`src/design/geq_pkg.sv`:
```
package geq_pkg;

    localparam int unsigned N_EVENTS = 12;

    localparam logic [15:0] CENTRE_OFFSET = 16'd32768;
    localparam logic [9:0]  TRIG_FULL     = 10'd1023;
    localparam logic [4:0]  INT_MIN_OUT   = 5'd5;
    localparam logic [4:0]  INT_SPAN      = 5'd25;

    localparam logic [15:0] RST_NAV_HOLD  = 16'd200;
    localparam logic [14:0] RST_STICK_TH  = 15'd16000;
    localparam logic [15:0] RST_TRIG_HOLD = 16'd100;
    localparam logic [9:0]  RST_TRIG_TH   = 10'd100;

    typedef enum logic [1:0] {
        REG_NAV_HOLD  = 2'd0,
        REG_STICK_TH  = 2'd1,
        REG_TRIG_HOLD = 2'd2,
        REG_TRIG_TH   = 2'd3
    } t_reg_idx;

    typedef enum logic [1:0] {
        HAP_NONE  = 2'd0,
        HAP_PULSE = 2'd1,
        HAP_TICK  = 2'd2
    } t_haptic;

    typedef enum logic [3:0] {
        EV_A         = 4'd0,
        EV_B         = 4'd1,
        EV_Y         = 4'd2,
        EV_MENU      = 4'd3,
        EV_BUMP_L    = 4'd4,
        EV_BUMP_R    = 4'd5,
        EV_NAV_LEFT  = 4'd6,
        EV_NAV_RIGHT = 4'd7,
        EV_NAV_UP    = 4'd8,
        EV_NAV_DOWN  = 4'd9,
        EV_TRIG_R    = 4'd10,
        EV_TRIG_L    = 4'd11
    } t_event;

    typedef struct packed {
        logic        connected;
        logic [6:0]  buttons;
        logic [3:0]  dpad;
        logic [15:0] stick_x;
        logic [15:0] stick_y;
        logic [9:0]  trig_left;
        logic [9:0]  trig_right;
        logic [31:0] now_ms;
    } t_in_item;

    typedef struct packed {
        logic [3:0] event_code;
        logic [4:0] intensity;
        logic [1:0] haptic;
        logic       last;
    } t_out_item;

    typedef struct packed {
        logic [15:0] nav_hold_ms;
        logic [14:0] stick_threshold;
        logic [15:0] trigger_hold_ms;
        logic [9:0]  trig_th;
    } t_cfg;

    typedef struct packed {
        logic       load;
        logic       eval;
        logic       div_en;
        logic       div_sel;
        logic [2:0] div_k;
        logic       emit;
    } t_cmd;

    typedef struct packed {
        logic mask_r;
        logic mask_l;
        logic mask_empty;
    } t_sts;

endpackage

```
`src/design/geq_ctrl.sv`:
```
module geq_ctrl
    import geq_pkg::*;
(
    input  logic i_clk,
    input  logic i_rst_n,
    input  logic i_in_valid,
    output logic o_in_stall,
    input  t_sts i_sts,
    output t_cmd o_cmd
);

    typedef enum logic [4:0] {
        S_IDLE = 5'b00001,
        S_EVAL = 5'b00010,
        S_DIVR = 5'b00100,
        S_DIVL = 5'b01000,
        S_EMIT = 5'b10000
    } t_state;

    localparam logic [2:0] K_TOP = 3'd4;

    t_state     r_state, n_state;
    logic [2:0] r_k, n_k;

    always_ff @(posedge i_clk) begin
        if (!i_rst_n) begin
            r_state <= S_IDLE;
            r_k     <= K_TOP;
        end else begin
            r_state <= n_state;
            r_k     <= n_k;
        end
    end

    always_comb begin
        n_state = r_state;
        n_k     = r_k;
        o_cmd   = '0;
        o_cmd.div_k = r_k;
        case (r_state)
            S_IDLE: begin
                if (i_in_valid) begin
                    o_cmd.load = 1'b1;
                    n_state    = S_EVAL;
                end
            end
            S_EVAL: begin
                o_cmd.eval = 1'b1;
                n_state    = S_DIVR;
                n_k        = K_TOP;
            end
            S_DIVR: begin
                if (!i_sts.mask_r || r_k == 3'd0) begin
                    n_state = S_DIVL;
                    n_k     = K_TOP;
                end else begin
                    n_k = r_k - 3'd1;
                end
                o_cmd.div_en  = i_sts.mask_r;
                o_cmd.div_sel = 1'b0;
            end
            S_DIVL: begin
                if (!i_sts.mask_l || r_k == 3'd0) begin
                    n_state = S_EMIT;
                    n_k     = K_TOP;
                end else begin
                    n_k = r_k - 3'd1;
                end
                o_cmd.div_en  = i_sts.mask_l;
                o_cmd.div_sel = 1'b1;
            end
            S_EMIT: begin
                o_cmd.emit = 1'b1;
                if (i_sts.mask_empty) begin
                    n_state = S_IDLE;
                end
            end
            default: begin
                n_state = S_IDLE;
                n_k     = K_TOP;
            end
        endcase
    end

    assign o_in_stall = (r_state != S_IDLE);

endmodule

```
`src/design/geq_dp.sv`:
```
module geq_dp
    import geq_pkg::*;
(
    input  logic      i_clk,
    input  logic      i_rst_n,
    input  t_in_item  i_in_item,
    input  t_cfg      i_cfg,
    input  t_cmd      i_cmd,
    output t_sts      o_sts,
    output logic      o_out_valid,
    input  logic      i_out_stall,
    output t_out_item o_out_item
);

    function automatic logic [3:0] f_dirs(input logic [15:0] ax, input logic [15:0] ay,
                                          input logic [3:0] dp, input logic [14:0] th);
        logic signed [16:0] x;
        logic signed [16:0] y;
        logic signed [16:0] p;
        logic signed [16:0] m;
        logic [3:0]         d;
        begin
            x = {ax[15], ax};
            y = {ay[15], ay};
            p = {2'b00, th};
            m = -p;
            d = dp;
            if (x < m) d[0] = 1'b1;
            if (x > p) d[1] = 1'b1;
            if (y < m) d[2] = 1'b1;
            if (y > p) d[3] = 1'b1;
            f_dirs = d;
        end
    endfunction

    t_in_item              r_item;
    logic [6:0]            r_prev_buttons;
    logic [3:0]            r_prev_dpad;
    logic [15:0]           r_prev_ax, r_prev_ay;
    logic [31:0]           r_nav_time, r_trig_time;
    logic [N_EVENTS-1:0]   r_mask;
    logic [14:0]           r_rem_r, r_rem_l;
    logic [9:0]            r_den;
    logic [4:0]            r_q_r, r_q_l;
    logic                  r_out_valid;
    t_out_item             r_out;

    logic [6:0]          btn_rise;
    logic [31:0]         nav_dt, trig_dt;
    logic                nav_ok, trig_ok;
    logic [15:0]         ax, ay;
    logic [3:0]          dir_cur, dir_was, dir_rise;
    logic                hit_r, hit_l;
    logic [N_EVENTS-1:0] mask_new;
    logic [9:0]          diff_r, diff_l;
    logic [14:0]         num_r, num_l;
    logic [14:0]         rem_sel, div_sh;
    logic                div_ge;
    logic                out_take, emit_go;
    logic [3:0]          sel_idx;
    logic [N_EVENTS-1:0] mask_rest;
    t_out_item           n_out;

    always_comb begin
        btn_rise = r_item.buttons & ~r_prev_buttons;
        nav_dt   = r_item.now_ms - r_nav_time;
        trig_dt  = r_item.now_ms - r_trig_time;
        nav_ok   = nav_dt >= {16'd0, i_cfg.nav_hold_ms};
        trig_ok  = trig_dt >= {16'd0, i_cfg.trigger_hold_ms};
        ax       = r_item.stick_x - CENTRE_OFFSET;
        ay       = r_item.stick_y - CENTRE_OFFSET;
        dir_cur  = f_dirs(ax, ay, r_item.dpad, i_cfg.stick_threshold);
        dir_was  = f_dirs(r_prev_ax, r_prev_ay, r_prev_dpad, i_cfg.stick_threshold);
        dir_rise = nav_ok ? (dir_cur & ~dir_was) : 4'd0;
        hit_r    = trig_ok && (r_item.trig_right > i_cfg.trig_th);
        hit_l    = trig_ok && (r_item.trig_left > i_cfg.trig_th);
        mask_new = {hit_l, hit_r, dir_rise,
                    btn_rise[6], btn_rise[5], btn_rise[4], btn_rise[3],
                    btn_rise[1], btn_rise[0]};
        diff_r   = r_item.trig_right - i_cfg.trig_th;
        diff_l   = r_item.trig_left - i_cfg.trig_th;
        num_r    = 15'(diff_r) * 15'(INT_SPAN);
        num_l    = 15'(diff_l) * 15'(INT_SPAN);
    end

    // shared restoring divide step, one quotient bit per cycle
    always_comb begin
        rem_sel = i_cmd.div_sel ? r_rem_l : r_rem_r;
        div_sh  = 15'(r_den) << i_cmd.div_k;
        div_ge  = rem_sel >= div_sh;
    end

    always_comb begin
        sel_idx = 4'd0;
        for (int i = N_EVENTS - 1; i >= 0; i--) begin
            if (r_mask[i]) sel_idx = 4'(i);
        end
        mask_rest        = r_mask & (r_mask - 1'b1);
        n_out.event_code = sel_idx;
        n_out.last       = (mask_rest == '0);
        case (sel_idx)
            EV_A, EV_B, EV_Y, EV_MENU, EV_BUMP_L, EV_BUMP_R: begin
                n_out.intensity = 5'd0;
                n_out.haptic    = HAP_PULSE;
            end
            EV_NAV_LEFT, EV_NAV_RIGHT, EV_NAV_UP, EV_NAV_DOWN: begin
                n_out.intensity = 5'd0;
                n_out.haptic    = HAP_TICK;
            end
            EV_TRIG_R: begin
                n_out.intensity = r_q_r + INT_MIN_OUT;
                n_out.haptic    = HAP_NONE;
            end
            EV_TRIG_L: begin
                n_out.intensity = r_q_l + INT_MIN_OUT;
                n_out.haptic    = HAP_NONE;
            end
            default: begin
                n_out.intensity = 5'd0;
                n_out.haptic    = HAP_NONE;
            end
        endcase
        out_take = r_out_valid && !i_out_stall;
        emit_go  = i_cmd.emit && (r_mask != '0) && (!r_out_valid || !i_out_stall);
    end

    always_ff @(posedge i_clk) begin
        if (i_cmd.load) begin
            r_item <= i_in_item;
        end
        if (i_cmd.eval) begin
            r_rem_r <= num_r;
            r_rem_l <= num_l;
            r_den   <= TRIG_FULL - i_cfg.trig_th;
        end else if (i_cmd.div_en && div_ge) begin
            if (i_cmd.div_sel) begin
                r_rem_l <= r_rem_l - div_sh;
            end else begin
                r_rem_r <= r_rem_r - div_sh;
            end
        end
        if (emit_go) begin
            r_out <= n_out;
        end
    end

    always_ff @(posedge i_clk) begin
        if (!i_rst_n) begin
            r_prev_buttons <= '0;
            r_prev_dpad    <= '0;
            r_prev_ax      <= '0;
            r_prev_ay      <= '0;
            r_nav_time     <= '0;
            r_trig_time    <= '0;
            r_mask         <= '0;
            r_q_r          <= '0;
            r_q_l          <= '0;
            r_out_valid    <= 1'b0;
        end else begin
            if (i_cmd.eval) begin
                r_q_r <= '0;
                r_q_l <= '0;
                if (r_item.connected) begin
                    r_mask         <= mask_new;
                    r_prev_buttons <= r_item.buttons;
                    if (nav_ok) begin
                        r_prev_ax   <= ax;
                        r_prev_ay   <= ay;
                        r_prev_dpad <= r_item.dpad;
                        if (dir_rise != 4'd0) begin
                            r_nav_time <= r_item.now_ms;
                        end
                    end
                    if (hit_r || hit_l) begin
                        r_trig_time <= r_item.now_ms;
                    end
                end else begin
                    r_mask <= '0;
                end
            end else if (i_cmd.div_en && div_ge) begin
                if (i_cmd.div_sel) begin
                    r_q_l <= r_q_l | (5'd1 << i_cmd.div_k);
                end else begin
                    r_q_r <= r_q_r | (5'd1 << i_cmd.div_k);
                end
            end else if (emit_go) begin
                r_mask <= mask_rest;
            end
            if (emit_go) begin
                r_out_valid <= 1'b1;
            end else if (out_take) begin
                r_out_valid <= 1'b0;
            end
        end
    end

    assign o_sts.mask_r     = r_mask[EV_TRIG_R];
    assign o_sts.mask_l     = r_mask[EV_TRIG_L];
    assign o_sts.mask_empty = (r_mask == '0);
    assign o_out_valid      = r_out_valid;
    assign o_out_item       = r_out;

endmodule

```
`src/design/gamepad_event_qualifier_unit.sv`:
```
// Gamepad event qualifier: one controller sample in, zero to twelve event beats out.
// Input channel: i_in_valid / o_in_stall with the sample in i_in_item; a beat is taken
// when valid is high and stall is low. Output channel: o_out_valid / i_out_stall with
// one event in o_out_item; the final event of a sample carries last.
// Sequence: a sample is registered when taken and evaluated in the next cycle. Each
// trigger that fires then passes through a shared one-bit-per-cycle divider, right
// trigger first, and events leave one per cycle from an output register while the
// receiver does not stall. A disconnected sample still passes through the divide and
// emit states but produces no events.
// The next sample is taken once the previous sample's events are all in or past the
// output register, so a stalled receiver holds the last event there while the
// following sample is already accepted; further stall holds the block in event output.
// Configuration is over the APB port at byte addresses 0, 4, 8, 12; the user writes it only
// while the block is idle, which it does not enforce. Synchronous reset loads the register
// defaults, clears the edge history and hold time stamps, and empties the output register.
module gamepad_event_qualifier_unit
    import geq_pkg::*;
(
    input  logic        i_clk,
    input  logic        i_rst_n,
    input  logic        i_in_valid,
    output logic        o_in_stall,
    input  t_in_item    i_in_item,
    output logic        o_out_valid,
    input  logic        i_out_stall,
    output t_out_item   o_out_item,
    input  logic        psel,
    input  logic        penable,
    input  logic        pwrite,
    input  logic [3:0]  paddr,
    input  logic [31:0] pwdata,
    output logic [31:0] prdata,
    output logic        pready
);

    t_cfg     r_cfg;
    t_cmd     cmd;
    t_sts     sts;
    t_reg_idx reg_idx;
    logic     cfg_wr;

    assign reg_idx = t_reg_idx'(paddr[3:2]);
    assign cfg_wr  = psel && penable && pwrite;
    assign pready  = 1'b1;

    always_ff @(posedge i_clk) begin
        if (!i_rst_n) begin
            r_cfg.nav_hold_ms     <= RST_NAV_HOLD;
            r_cfg.stick_threshold <= RST_STICK_TH;
            r_cfg.trigger_hold_ms <= RST_TRIG_HOLD;
            r_cfg.trig_th         <= RST_TRIG_TH;
        end else if (cfg_wr) begin
            case (reg_idx)
                REG_NAV_HOLD:  r_cfg.nav_hold_ms     <= pwdata[15:0];
                REG_STICK_TH:  r_cfg.stick_threshold <= pwdata[14:0];
                REG_TRIG_HOLD: r_cfg.trigger_hold_ms <= pwdata[15:0];
                REG_TRIG_TH:   r_cfg.trig_th         <= pwdata[9:0];
                default: begin
                end
            endcase
        end
    end

    always_comb begin
        case (reg_idx)
            REG_NAV_HOLD:  prdata = {16'd0, r_cfg.nav_hold_ms};
            REG_STICK_TH:  prdata = {17'd0, r_cfg.stick_threshold};
            REG_TRIG_HOLD: prdata = {16'd0, r_cfg.trigger_hold_ms};
            REG_TRIG_TH:   prdata = {22'd0, r_cfg.trig_th};
            default:       prdata = 32'd0;
        endcase
    end

    geq_ctrl u_ctrl (
        .i_clk      (i_clk),
        .i_rst_n    (i_rst_n),
        .i_in_valid (i_in_valid),
        .o_in_stall (o_in_stall),
        .i_sts      (sts),
        .o_cmd      (cmd)
    );

    geq_dp u_dp (
        .i_clk       (i_clk),
        .i_rst_n     (i_rst_n),
        .i_in_item   (i_in_item),
        .i_cfg       (r_cfg),
        .i_cmd       (cmd),
        .o_sts       (sts),
        .o_out_valid (o_out_valid),
        .i_out_stall (i_out_stall),
        .o_out_item  (o_out_item)
    );

endmodule
```
`config.mk`:
```
export PLATFORM = sky130hd
export DESIGN_NAME = gamepad_event_qualifier_unit
export DESIGN_NICKNAME = d
export VERILOG_FILES = /design/src/design/geq_pkg.sv /design/src/design/geq_ctrl.sv /design/src/design/geq_dp.sv /design/src/design/gamepad_event_qualifier_unit.sv
export SDC_FILE = /design/constraint.sdc
export NUM_CORES = 1
export LEC_CHECK = 0
export BUFFER_PORTS_ARGS = -buffer_cell sky130_fd_sc_hd__buf_4
export CAP_MARGIN = 10
export CORE_UTILIZATION = 55
export CTS_CLUSTER_DIAMETER = 100
export CTS_CLUSTER_SIZE = 28
export DETAILED_ROUTE_END_ITERATION = 10
export HOLD_SLACK_MARGIN = 0.08
export PLACE_DENSITY_LB_ADDON = 0.15
export SETUP_SLACK_MARGIN = 0.1
export SLEW_MARGIN = 0
export SYNTH_ARGS = -nofsm -noshare
export SYNTH_HDL_FRONTEND = slang
export SYNTH_SLANG_ARGS = --single-unit
export TNS_END_PERCENT = 50
```
`constraint.sdc`:
```
create_clock -name i_clk -period 16.7 [get_ports i_clk]
set_clock_uncertainty 0.1 [all_clocks]
set_input_delay 0 -clock i_clk [delete_from_list [all_inputs] [get_ports i_clk]]
set_output_delay 0 -clock i_clk [all_outputs]
set_load 0.005 [all_outputs]
```
==> results of run 1 <==
==> metrics by stage <==
step	hold slack, ps	utilization	cells	area, µm²	setup slack (ps)
2_1_floorplan	-1.131	-	2802	24900	10920
3_3_place_gp	77.80	0.5940	3443	26380	10720
3_5_place_dp	79.24	0.5940	3443	26380	10670
4_1_cts	86.08	0.6544	3684	29070	10620
5_1_grt	104.4	0.6545	3686	29070	10070
6_report	106.8	0.6545	3686	29070	10500
==> cell usage in the layout (no fill, tap or decap), types with 8 or more instances in the layout <==
| cell type | n |
|---|---|
| conb_1 | 17 |
| o211ai_1 | 36 |
| a2111oi_0 | 9 |
| buf_4 | 161 |
| ha_1 | 356 |
| a21oi_1 | 233 |
| a22o_1 | 11 |
| fa_1 | 16 |
| clkbuf_16 | 19 |
| xnor2_1 | 75 |
| o21bai_1 | 26 |
| edfxtp_1 | 147 |
| inv_1 | 238 |
| or3_1 | 19 |
| a21o_1 | 70 |
| mux2i_1 | 91 |
| nor3_1 | 35 |
| o21ai_0 | 142 |
| nor2_1 | 124 |
| a211oi_1 | 21 |
| o21a_1 | 43 |
| a31oi_1 | 14 |
| mux4_2 | 10 |
| nand2_1 | 385 |
| nor2b_1 | 32 |
| nand4_1 | 42 |
| nand3_1 | 66 |
| mux2_2 | 14 |
| and2_1 | 11 |
| dlygate4sd3_1 | 209 |
| dfxtp_1 | 194 |
| xor2_1 | 33 |
| o221ai_1 | 8 |
| nand2b_1 | 30 |
==> state kept, by name, indices dropped and copies added, names as in the netlist <==
name	flops
r_cfg	57
u_dp.o_out_valid	1
u_dp.o_out_item	12
u_dp.r_prev_ax	16
u_dp.r_q_l	5
u_ctrl.r_state	5
u_dp.r_prev_buttons	6
u_ctrl.r_k	3
u_dp.r_q_r	5
u_dp.r_prev_dpad	4
u_dp.r_rem_l	15
u_dp.r_den	10
u_dp.r_rem_r	15
u_dp.r_item	95
u_dp.r_trig_time	32
u_dp.r_nav_time	32
u_dp.r_mask	12
u_dp.r_prev_ay	16
==> power by group through the flow <==
stage	clock network [W]	registers, W	logic (W)
after floorplan	0	0.00101	0.00101
after global placement	0	0.00103	0.00128
after detailed placement	0	0.00103	0.00132
after CTS	0.000538	0.00101	0.00137
after global routing	0.000566	0.00101	0.00156
final	0.000530	0.00101	0.00139
==> repair_timing <==
item | CTS | global route
setup endpoints to repair | 0 | 0
endpoints found under the hold margin | 219 | 0
hold buffers | 209 | 0
==> final cells by class <==
class / count / area share
inverter: 239 / 0.03086
antenna: 2 / 0.0001722
multi-input combinational: 2109 / 0.5237
clock buffer: 26 / 0.01726
clock inverter: 6 / 0.003142
sequential: 341 / 0.2854
tap: 592 / 0.02548
timing repair buffer: 371 / 0.1139
==> worst reg2reg max path: stages, from the launching register on <==
cell       delay, ps
edfxtp_1         500
ha_1             310
nor2b_1          140
o31a_1           270
a21oi_1          470
a22oi_1          350
xor2_1           230
ha_1             240
or4_1            590
a2111oi_0        390
o221ai_1         210
or4_1            530
nor4_1           210
and4_1           290
a21oi_4           70
buf_4            310
a21boi_4         270
buf_4            340
mux2i_1          250
==> kinds of logic (layout without fill, tap and decap cells) <==
logic type,Yosys count,in the layout,share of synthesized area
compound gates,700,700,0.1779
xor+xnor,109,109,0.03873
fa+ha+maj,374,374,0.1930
buf+inv,352,642,0.05737
flops,341,341,0.3340
mux,115,115,0.05208
other cells,2,19,0.0003023
simple gates,794,794,0.1465
==> layer usage <==
metal | global-route usage | vias up
met1 | 0.4001 | 10190
met4 | 0.08929 | 0
met5 | 0 | -
li1 | - | 10520
met2 | 0.5126 | 558
met3 | 0.03645 | 100
==> worst paths after layout <==
check | from | to | slack, ps | cells after the start
max | u_dp.r_item[1]$_DFFE_PP_ | u_dp.r_nav_time[5]$_SDFFE_PN0P_ | 10500 | 18
min | i_in_item[52] | u_dp.r_item[52]$_DFFE_PP_ | 110 | 2
max reg2reg | u_dp.r_item[1]$_DFFE_PP_ | u_dp.r_nav_time[5]$_SDFFE_PN0P_ | 10500 | 18
min reg2reg | u_dp.r_prev_buttons[0]$_SDFFE_PN0P_ | u_dp.r_prev_buttons[0]$_SDFFE_PN0P_ | 350 | 2
==> results.json, run 1 <==
{
  "wl_met2_um": 32660,
  "grt_usage": 0.3012,
  "h-tree-depth": 1,
  "syn_inst": 2787,
  "cp_num_buf_inv": 2,
  "multiInputGateArea_um2": 15220,
  "endpoint_kind": "register",
  "die-area_um2": 46020,
  "netlist_top_cells_count": "385 x nand2_1, 356 x ha_1, 238 x inv_1",
  "num-nets-final": 3591,
  "overflow": 0,
  "power_w": 0.002928,
  "synth_area_um2": 24840,
  "drc_errors": 0,
  "cts_tree": "done",
  "slowest_stage": "or4_1",
  "hold_viol_final": 0,
  "cap_violations": 0,
  "grt_first_pass_wirelength_um": 111200,
  "postCtsResizedCells": 0,
  "crit_type": "reg2reg",
  "cts_setup_buffers": 0,
  "grt_setup_unrepaired": "no",
  "ys_ff_latch": 341,
  "num_rows": 77,
  "synth_edf_count": 147,
  "ctsRootBufferMaster": "clkbuf_16",
  "drive_gt1_frac": 0.07600,
  "num_vias": 21360,
  "postRouteAntennaNets": 0,
  "top_level_ports": 186,
  "synth.most_common_cell": "nand2_1",
  "p_clk_frac": 0.181,
  "combPwrFrac": 0.475,
  "wl_met3_um": 3573,
  "ys_warn_count": 0,
  "path_clk_slew_ps": 110,
  "die_x_um": 214.5,
  "status": "finished clean",
  "cp.arrival_ps": 6530,
  "cp.required_ps": 17030,
  "initialDrtViolationCount": 1548,
  "cp_max_fo": 76,
  "yosysUniqueCellTypes": 83,
  "seq_area_frac_synth": 0.3340,
  "coreArea_um2": 44410,
  "final-seq-area_um2": 8298,
  "dp_hpwl_um": 51610,
  "tightest_slew_ps": 1131,
  "place.gp.congestion": 0.9241,
  "synth_top_cell_by_area": "ha_1",
  "die_h_um": 214.5,
  "start_util": 0.5593,
  "ys_top_cells_by_area": "ha_1 18%, edfxtp_1 18%, dfxtp_1 16%",
  "yosysTopAreaCellShare": 0.1793,
  "hold_class": "in2reg",
  "wl_per_cell_um": 18.93,
  "routed_wl_um": 69760,
  "async_flop_share": 0,
  "highest-signal-layer": "met4",
  "relSlewSlack": 0.2461,
  "clk-insertion-delay-late_ps": 580,
  "pwr-share-seq": 0.345,
  "finalCritPeriodShare": 0.3716,
  "clock_path_buffers": 3,
  "first_pass_iters": 5,
  "synth_top_flop_cell": "dfxtp_1",
  "cts_buffers": 18,
  "max_freq_mhz": 161.2,
  "setup_viol": 0,
  "intPower_w": 0.001781,
  "p_switching_w": 0.001147,
  "fillers": 3700,
  "met1_length_um": 31420,
  "start_kind": "register",
  "antenna_found_initial": 2,
  "p_leak_nw": 11.92,
  "syn_area_per_cell_um2": 8.913,
  "min_period_ps": 6205,
  "path_cells": "ha_1, nor2b_1, o31a_1, a21oi_1, a22oi_1, xor2_1, ha_1, or4_1, a2111oi_0, o221ai_1, or4_1, nor4_1, and4_1, a21oi_4, buf_4, a21boi_4, buf_4, mux2i_1",
  "ir_worst_vdd_v": 0.00008483,
  "via_per_inst": 5.796,
  "io_buffer_count": 149,
  "sw_frac_of_total": 0.3916,
  "path_delay_family": "compound AO/OA/AOI/OAI gates",
  "finalSetupTns_ps": 0,
  "grt_max_degree": 102,
  "critPathMaxStageDelay_ps": 590,
  "grt_pass1_vias": 20970,
  "finalMaxSlewViolations": 0,
  "cts.sinks": 341,
  "syn_to_final_growth_pct": 17.02,
  "power_density_nw_per_um2": 100.7
}
Power figures use the tool's default switching activity.
==> inputs of run 2 (changes only) <==
- clock period: 16.7 -> 6 ns (I/O delays scaled with it)
==> run 2 against run 1 <==
Effect of this change:
- register-to-register slack worse by 10000 ps
- cell count about the same
- combinational power rose to 2.8 times the previous value
- global-route usage down 0.38 points
- routed wire length down 0.93%
- critical path depth up 4
- non-clock buffer count up 1
- die area unchanged
- total power rose to 2.7 times the previous value
- setup slack worse by 10000 ps
- critical path type unchanged
==> results.json, run 2 (synthesis gave the netlist of run 1 again) <==
{
  "design_area_um2": 29030,
  "holdWs_ps": 99.72,
  "min_period_ps": 5460,
  "drive_gt1_frac": 0.07767,
  "max_freq_mhz": 183.1,
  "final_cell_count_no_fill": 3684,
  "ir_worst_vdd_v": 0.0002945,
  "via_per_inst": 5.836,
  "antenna_found_initial": 2,
  "power_density_nw_per_um2": 276.5,
  "cts_tree": "done",
  "hold_class": "in2reg",
  "largest_reg_flops": 95,
  "tightest_slew_ps": 1071,
  "endpoint_kind": "register",
  "h-tree-depth": 1,
  "cts_buffers": 17,
  "path_cells": "inv_1, ha_1, inv_1, fa_1, a211oi_1, o21ai_0, a31oi_1, buf_4, a31o_2, xnor2_1, ha_1, nor2b_1, o21ai_1, nand4_1, a211o_1, a311oi_1, nand3_1, or4_4, nor4_4, a21oi_4, buf_12, mux2i_1",
  "io_buffer_count": 149,
  "num-nets-final": 3591,
  "cp.arrival_ps": 5830,
  "num_rows": 77,
  "first_pass_iters": 5,
  "dpl-instance-area_um2": 26410,
  "clock_path_buffers": 3,
  "critPathMaxStageDelay_ps": 510,
  "layout_common_cells": "385 x nand2_1, 356 x ha_1, 237 x inv_1",
  "num_vias": 21500,
  "initialDrtViolationCount": 1681,
  "cts_setup_buffers": 0,
  "grt_usage": 0.2974,
  "path_delay_family": "compound AO/OA/AOI/OAI gates",
  "met1_length_um": 31490,
  "syn_to_final_growth_pct": 16.85,
  "crit_type": "reg2reg",
  "grt_max_degree": 100,
  "start_util": 0.5593,
  "cp.required_ps": 6370,
  "placedCellCount": 3445,
  "overflow": 0,
  "wl_met2_um": 32170,
  "die_h_um": 214.5,
  "postRouteAntennaNets": 0,
  "die_x_um": 214.5,
  "clk-insertion-delay-late_ps": 550,
  "cp_max_fo": 32,
  "top_register": "u_dp.r_item",
  "coreArea_um2": 44410,
  "grt_setup_unrepaired": "no",
  "finalMaxSlewViolations": 0,
  "drc_errors": 0,
  "hold_viol_final": 0,
  "p_leak_nw": 11.91,
  "routed_wl_um": 69120,
  "dp_hpwl_um": 51440,
  "cp_num_buf_inv": 4,
  "relSlewSlack": 0.2863,
  "cts.sinks": 341,
  "finalCritPeriodShare": 0.9101,
  "layout_commonest_cell": "nand2_1",
  "wl_per_cell_um": 18.76,
  "top_level_ports": 186,
  "ctsRootBufferMaster": "clkbuf_16",
  "setup_ws_ps": 539.6,
  "setup_viol": 0,
  "start_kind": "register",
  "fillers": 3697,
  "grt_pass1_vias": 21050,
  "status": "finished clean",
  "path_clk_slew_ps": 110,
  "die-area_um2": 46020,
  "finalSetupTns_ps": 0,
  "highest-signal-layer": "met4",
  "cap_violations": 0,
  "slowest_stage": "or4_4",
  "wl_met3_um": 3569,
  "grt_first_pass_wirelength_um": 111000,
  "top_regs": "u_dp.r_item x95, r_cfg x57",
  "post-place-ws_ps": 480.4,
  "place.gp.congestion": 0.9310
}
[run 2: final timing paths]
kind	startpoint	endpoint	slack, ps	depth (start not counted)
max	u_dp.r_item[0]$_DFFE_PP_	u_dp.r_trig_time[1]$_SDFFE_PN0P_	540	22
min	i_in_item[31]	u_dp.r_item[31]$_DFFE_PP_	100	2
max reg2reg	u_dp.r_item[0]$_DFFE_PP_	u_dp.r_trig_time[1]$_SDFFE_PN0P_	540	22
min reg2reg	u_dp.r_prev_buttons[3]$_SDFFE_PN0P_	u_dp.r_prev_buttons[3]$_SDFFE_PN0P_	360	2
[run 2: through the flow]
step                      utilization  power (W)
final                          0.6536   0.008027
after global routing           0.6536   0.008628
after CTS                      0.6530   0.008014
after detailed placement       0.5946   0.006501
after global placement         0.5946   0.006397
after floorplan                     -   0.005616
[run 2: power by group]
group / switching [W] / internal (W) / total (W)
Sequential: 0.000153 / 0.00266 / 0.00281
Clock: 0.000810 / 0.000574 / 0.00138
Combinational: 0.00215 / 0.00168 / 0.00383
[run 2: final cells by class]
class                      count  area [µm²]  share of cell area
antenna                        2       5.005           0.0001724
clock buffer                  23       467.9             0.01612
clock inverter                 6       55.05            0.001897
inverter                     239       897.1             0.03091
multi-input combinational   2109       15230              0.5248
sequential                   341        8298              0.2859
tap                          592       740.7             0.02552
timing repair buffer         372        3329              0.1147
[run 2: worst register-to-register path, stage by stage (launching register included)]
cell      delay, ps
edfxtp_1        400
inv_1           100
ha_1            160
inv_1            50
fa_1            420
a211oi_1        280
o21ai_0         160
a31oi_1         230
buf_4           180
a31o_2          230
xnor2_1         140
ha_1            250
nor2b_1         130
o21ai_1         290
nand4_1         140
a211o_1         250
a311oi_1        230
nand3_1         120
or4_4           510
nor4_4          450
a21oi_4         110
buf_12          200
mux2i_1         250
[run 2: repair_timing]
item / CTS / global route
hold buffers: 207 / 1
hold endpoints to repair: 219 / 1
gates resized for setup: 0 / 3
setup endpoints to repair: 0 / 103
[run 2: layer usage]
layer  vias to the layer above  global-route usage
met1                     10260              0.4066
met3                        98             0.02922
li1                      10530                   -
met4                         0             0.07952
met5                         -                   0
met2                       611              0.5010
